`config.mk`:
```
export PLATFORM = sky130hd
export DESIGN_NAME = vtdt_hash
export DESIGN_NICKNAME = d
export VERILOG_FILES = /design/src/design/vtdt_pkg.sv /design/src/design/vtdt_hash.sv
export SDC_FILE = /design/constraint.sdc
export NUM_CORES = 1
export LEC_CHECK = 0
export BUFFER_PORTS_ARGS = -buffer_cell sky130_fd_sc_hd__buf_2
export CORE_AREA = 5 5 119 121
export DETAILED_ROUTE_END_ITERATION = 6
export DIE_AREA = 0 0 124 126
export PLACE_DENSITY_LB_ADDON = 0.08
export SLEW_MARGIN = 20
export SYNTH_ARGS = -nofsm -noshare
export SYNTH_HDL_FRONTEND = slang
export SYNTH_SLANG_ARGS = --single-unit
```
`constraint.sdc`:
```
create_clock -name clk -period 3.7 [get_ports clk]
set_input_delay 0.37 -clock clk [delete_from_list [all_inputs] [get_ports clk]]
set_output_delay 0.37 -clock clk [all_outputs]
set_load 0.02 [all_outputs]
```
`src/design/vtdt_pkg.sv`:
```
// Package with the shared constants and types of the vertex triple dedup table.
`default_nettype none
package vtdt_pkg;

  // Table geometry. The depth must be a power of two, so the home slot is the
  // low bits of the hash and slot increments wrap by themselves.
  localparam int unsigned TABLE_DEPTH     = 4096;
  localparam int unsigned ATTR_INDEX_BITS = 24;

  localparam int unsigned SLOT_W    = $clog2(TABLE_DEPTH);
  localparam int unsigned CNT_W     = SLOT_W + 1;
  localparam int unsigned POS_W     = ATTR_INDEX_BITS;
  localparam int unsigned SIDE_W    = ATTR_INDEX_BITS + 1;
  localparam int unsigned OUT_IDX_W = 12;
  localparam int unsigned EPOCH_W   = 4;

  localparam logic [SLOT_W-1:0]  SLOT_LAST  = SLOT_W'(TABLE_DEPTH - 1);
  localparam logic [CNT_W-1:0]   CNT_FULL   = CNT_W'(TABLE_DEPTH);
  localparam logic [EPOCH_W-1:0] EPOCH_MAX  = '1;
  localparam logic [EPOCH_W-1:0] EPOCH_INIT = EPOCH_W'(1);

  // Hash primes. Only the low SLOT_W bits of each product reach the slot.
  localparam logic [31:0] PRIME_POS = 32'd73856093;
  localparam logic [31:0] PRIME_NRM = 32'd19349663;
  localparam logic [31:0] PRIME_TEX = 32'd83492791;
  localparam logic [SLOT_W-1:0] PRIME_POS_LO = SLOT_W'(PRIME_POS);
  localparam logic [SLOT_W-1:0] PRIME_NRM_LO = SLOT_W'(PRIME_NRM);
  localparam logic [SLOT_W-1:0] PRIME_TEX_LO = SLOT_W'(PRIME_TEX);

  // One table entry. An entry is live only when its tag equals the current epoch.
  typedef struct packed {
    logic [EPOCH_W-1:0]       tag;
    logic [POS_W-1:0]         pos;
    logic signed [SIDE_W-1:0] nrm;
    logic signed [SIDE_W-1:0] tex;
    logic [SLOT_W-1:0]        idx;
  } entry_t;

  typedef struct packed {
    logic              en;
    logic [SLOT_W-1:0] addr;
    entry_t            data;
  } mem_wr_t;

  typedef struct packed {
    logic              en;
    logic [SLOT_W-1:0] addr;
  } mem_rd_t;

endpackage
`default_nettype wire

```
`src/design/vtdt_hash.sv`:
```
// Home slot hash: registered prime products, XOR at the output.
`default_nettype none
module vtdt_hash (
  input  wire logic                               clk,
  input  wire logic                               load,
  input  wire logic [vtdt_pkg::POS_W-1:0]         pos,
  input  wire logic signed [vtdt_pkg::SIDE_W-1:0] nrm,
  input  wire logic signed [vtdt_pkg::SIDE_W-1:0] tex,
  output logic [vtdt_pkg::SLOT_W-1:0]             slot
);

  logic [vtdt_pkg::SLOT_W-1:0] pos_lo, nrm_lo, tex_lo;
  logic [vtdt_pkg::SLOT_W-1:0] prod_pos, prod_nrm, prod_tex;

  // The size casts keep the low bits of each index, which are the same bits
  // a sign-extended index has, so the low bits of each product come out right.
  assign pos_lo = vtdt_pkg::SLOT_W'(pos);
  assign nrm_lo = vtdt_pkg::SLOT_W'(nrm);
  assign tex_lo = vtdt_pkg::SLOT_W'(tex);

  always_ff @(posedge clk) begin
    if (load) begin
      prod_pos <= pos_lo * vtdt_pkg::PRIME_POS_LO;
      prod_nrm <= nrm_lo * vtdt_pkg::PRIME_NRM_LO;
      prod_tex <= tex_lo * vtdt_pkg::PRIME_TEX_LO;
    end
  end

  assign slot = prod_pos ^ prod_nrm ^ prod_tex;

endmodule
`default_nettype wire

```
==> flow_metrics.env <==
export IMPL_status="complete, no violations"
export IMPL_holdPathEnd="prod_tex[0]$_DFFE_PP_"
export IMPL_rsz0062_at_grt="no"
export IMPL_via_count=3208
export IMPL_hpwl_um=7828
export IMPL_dieArea_um2=15620
export IMPL_core_area_um2=12980
export IMPL_grt_pass1_vias=3303
export IMPL_placedCellCount=760
export IMPL_route_detailed_drc=0
export IMPL_detail_route_first_pass_iterations=3
export IMPL_finalMaxSlewViolations=0
export IMPL_synth_seq_cells=36
export IMPL_grt_usage_pct=11.66
export IMPL_synthTopCellsByArea="fa_1 26%, ha_1 23%, edfxtp_1 21%, xnor2_1 12%, inv_1 11%"
export IMPL_place_congestion=0.7719
export IMPL_hold_class="input port to flip-flop"
export IMPL_path_max_fanout=4
export IMPL_fin_nets=826
export IMPL_crit_type="input port to flip-flop"
export IMPL_worstMarginPinSlew_ps=835.1
export IMPL_p_total_mw=4.236
export IMPL_vias_per_cell=4.177
export IMPL_portBuffers=49
export IMPL_fmax_mhz=279.5
export IMPL_antenna_found_initial=0
export IMPL_cp_end_kind="flip-flop"
export IMPL_drive_gt1_share_pct=23.65
export IMPL_critical_path_required_ps=3730
export IMPL_synth_main_ff_cell="edfxtp_1"
export IMPL_period_share_pct=96.70
export IMPL_start_util_pct=39.10
export IMPL_hold_violations=0
export IMPL_grt_pass1_wl_um=14810
export IMPL_area_growth_pct=23.15
export IMPL_num_rows=42
export IMPL_synth_distinct_cells=23
export IMPL_grt_use_met3_pct=1.256
export IMPL_io_pin_count=88
export IMPL_grt_max_degree=37
export IMPL_ant_nets=0
export IMPL_dieWidth_um=124
export IMPL_cts_root_buf="clkbuf_16"
export IMPL_n_antenna_cell=0
export IMPL_leakage_nw=3.160
export IMPL_yosysWarnings=0
export IMPL_min_path_cells=2
export IMPL_wire_per_inst_um=11.15
export IMPL_fin_cells=768
export IMPL_max_slew_margin_pct=44.33
export IMPL_synth_async_sr_flop_share_pct=0
export IMPL_syn_nets=709
export IMPL_ir_worst_vdd_uv=283.6
export IMPL_fillCellCount=1256
export IMPL_finalSetupViolCount=0
export IMPL_min_period_ps=3578
export IMPL_avgSynthCellArea_um2=10.71
export IMPL_ys_top_cells_by_count="155 x inv_1, 92 x ha_1, 69 x xnor2_1"
export IMPL_die_h_um=126
export IMPL_seq_area_frac_synth_pct=21.30
export IMPL_yosysMostFrequentCell="inv_1"
export IMPL_synth_cells=474
export IMPL_grt_remaining_overflow=0
export IMPL_synth_area_leader_cell="fa_1"
export IMPL_grt_use_met1_pct=16.76
export IMPL_synth_area_um2=5075
export IMPL_cts_buffers=5
export IMPL_cp_start_kind="input port"
export IMPL_p_per_area_nw_per_um2=677.8
export IMPL_synth_edff_count=36
export IMPL_setup_tns_ps=0
export IMPL_drtIter0Drc=62
export IMPL_synth_top_area_share_pct=26.43
export IMPL_use_met2_pct=19.41
export IMPL_min_from="tex[0]"
export IMPL_cts_sinks=36
export IMPL_clk_path_buf_depth=2
export IMPL_h_tree_depth=2
export IMPL_holdWs_ps=445.6
export IMPL_routed_wl_um=8565
export IMPL_post_route_util_pct=48.15
export IMPL_cp_arrival_ps=3610
export IMPL_drv_cap=0
export IMPL_grt_busiest_layer="met2"
export IMPL_clk_pin_slew_ps=60
export IMPL_cts_tree="yes"
-- area by class of cell --
cell class	instances	area [µm²]	share of cell area, %
inverters	155	581.8	9.309
clock inverters	3	18.77	0.3003
well taps	176	220.2	3.524
clock buffers	5	125.1	2.002
flip-flops and latches	36	1081	17.30
multi-input cells	283	3520	56.32
repair buffers	110	703.2	11.25
-- critical path, cell delays in order --
cell and delay, ps:
buf_2 130, ha_1 320, fa_1 540, inv_1 50, fa_1 470, fa_1 540
inv_1 40, ha_1 320, nor2b_1 160, o21ai_2 140, a21oi_2 80, o21a_1 170
nor2_1 110, xnor2_1 70, buf_4 120
-- flip-flops by register name (all words and copies together), names as in the netlist --
name,flops
prod_pos,12
prod_tex,12
prod_nrm,12
-- worst max path at each step --
stage / from / endpoint / slack (ps) / depth (start not counted)
detailed placement: tex[5] / prod_tex[10]$_DFFE_PP_ / -240 / 16
global placement: tex[5] / prod_tex[10]$_DFFE_PP_ / -230 / 16
floorplan: pos[4] / prod_pos[11]$_DFFE_PP_ / 10 / 14
CTS: tex[5] / prod_tex[11]$_DFFE_PP_ / 40 / 16
global route: pos[3] / prod_pos[11]$_DFFE_PP_ / 1 / 15
finish: tex[5] / prod_tex[10]$_DFFE_PP_ / 120 / 15
-- what timing repair did --
| action | CTS | global route |
|---|---|---|
| setup buffers | 0 | 0 |
| gates resized for setup | 0 | 16 |
| hold buffers | 0 | 0 |
| endpoints found under the setup margin | 0 | 4 |
| hold endpoints to repair | 0 | 0 |
-- report_power, final --
part | switching [mW] | total (mW) | leakage [nW] | internal (mW)
registers | 0.0687 | 0.817 | 0.352 | 0.748
clock network | 0.154 | 0.402 | 0.0736 | 0.248
logic | 1.49 | 3.02 | 2.73 | 1.53
total | 1.72 | 4.24 | 3.16 | 2.52
-- routing by layer --
metal  vias up  part of all wire (%)
met1      1505                    49
met2        34                    48
met5         -                     0
met3         4                   3.0
li1       1665                     -
met4         0                  0.49
-- through the flow --
| stage | worst slack [ps] | instance area, µm² |
|---|---|---|
| after floorplan | 10.44 | 5120 |
| after global placement | -226.2 | 6043 |
| after detailed placement | -237.6 | 6043 |
| after CTS | 43.01 | 6187 |
| after global routing | 1.034 | 6250 |
| final | 122.2 | 6250 |
-- cell usage in the layout, fill, tap and decap left out, drive strengths merged --
| cell | count |
|---|---|
| inv | 155 |
| buf | 110 |
| ha | 92 |
| xnor2 | 69 |
| fa | 67 |
| edfxtp | 36 |
| nor2 | 11 |
| a21oi | 8 |
| nand2 | 6 |
| xor2 | 5 |
| clkbuf | 5 |
| o21ai | 5 |
| a21o | 4 |
| nor2b | 3 |
| nor3 | 3 |
| clkinv | 3 |
| o41ai | 2 |
| a21boi | 1 |
| or2 | 1 |
| o22ai | 1 |
| o21bai | 1 |
| or4 | 1 |
| o311ai | 1 |
| and3 | 1 |
| o21a | 1 |
-- logic make-up after synthesis --
group                    Yosys count  share of synthesized area, %
adder cells (fa/ha/maj)          159                         49.11
buffers and inverters            155                         11.46
AO/OA/AOI/OAI                     24                         3.033
AND/OR/NAND/NOR                   26                         2.318
flip-flops                        36                         21.30
XOR/XNOR                          74                         12.77
No activity file was read; power rests on OpenSTA's default activity.
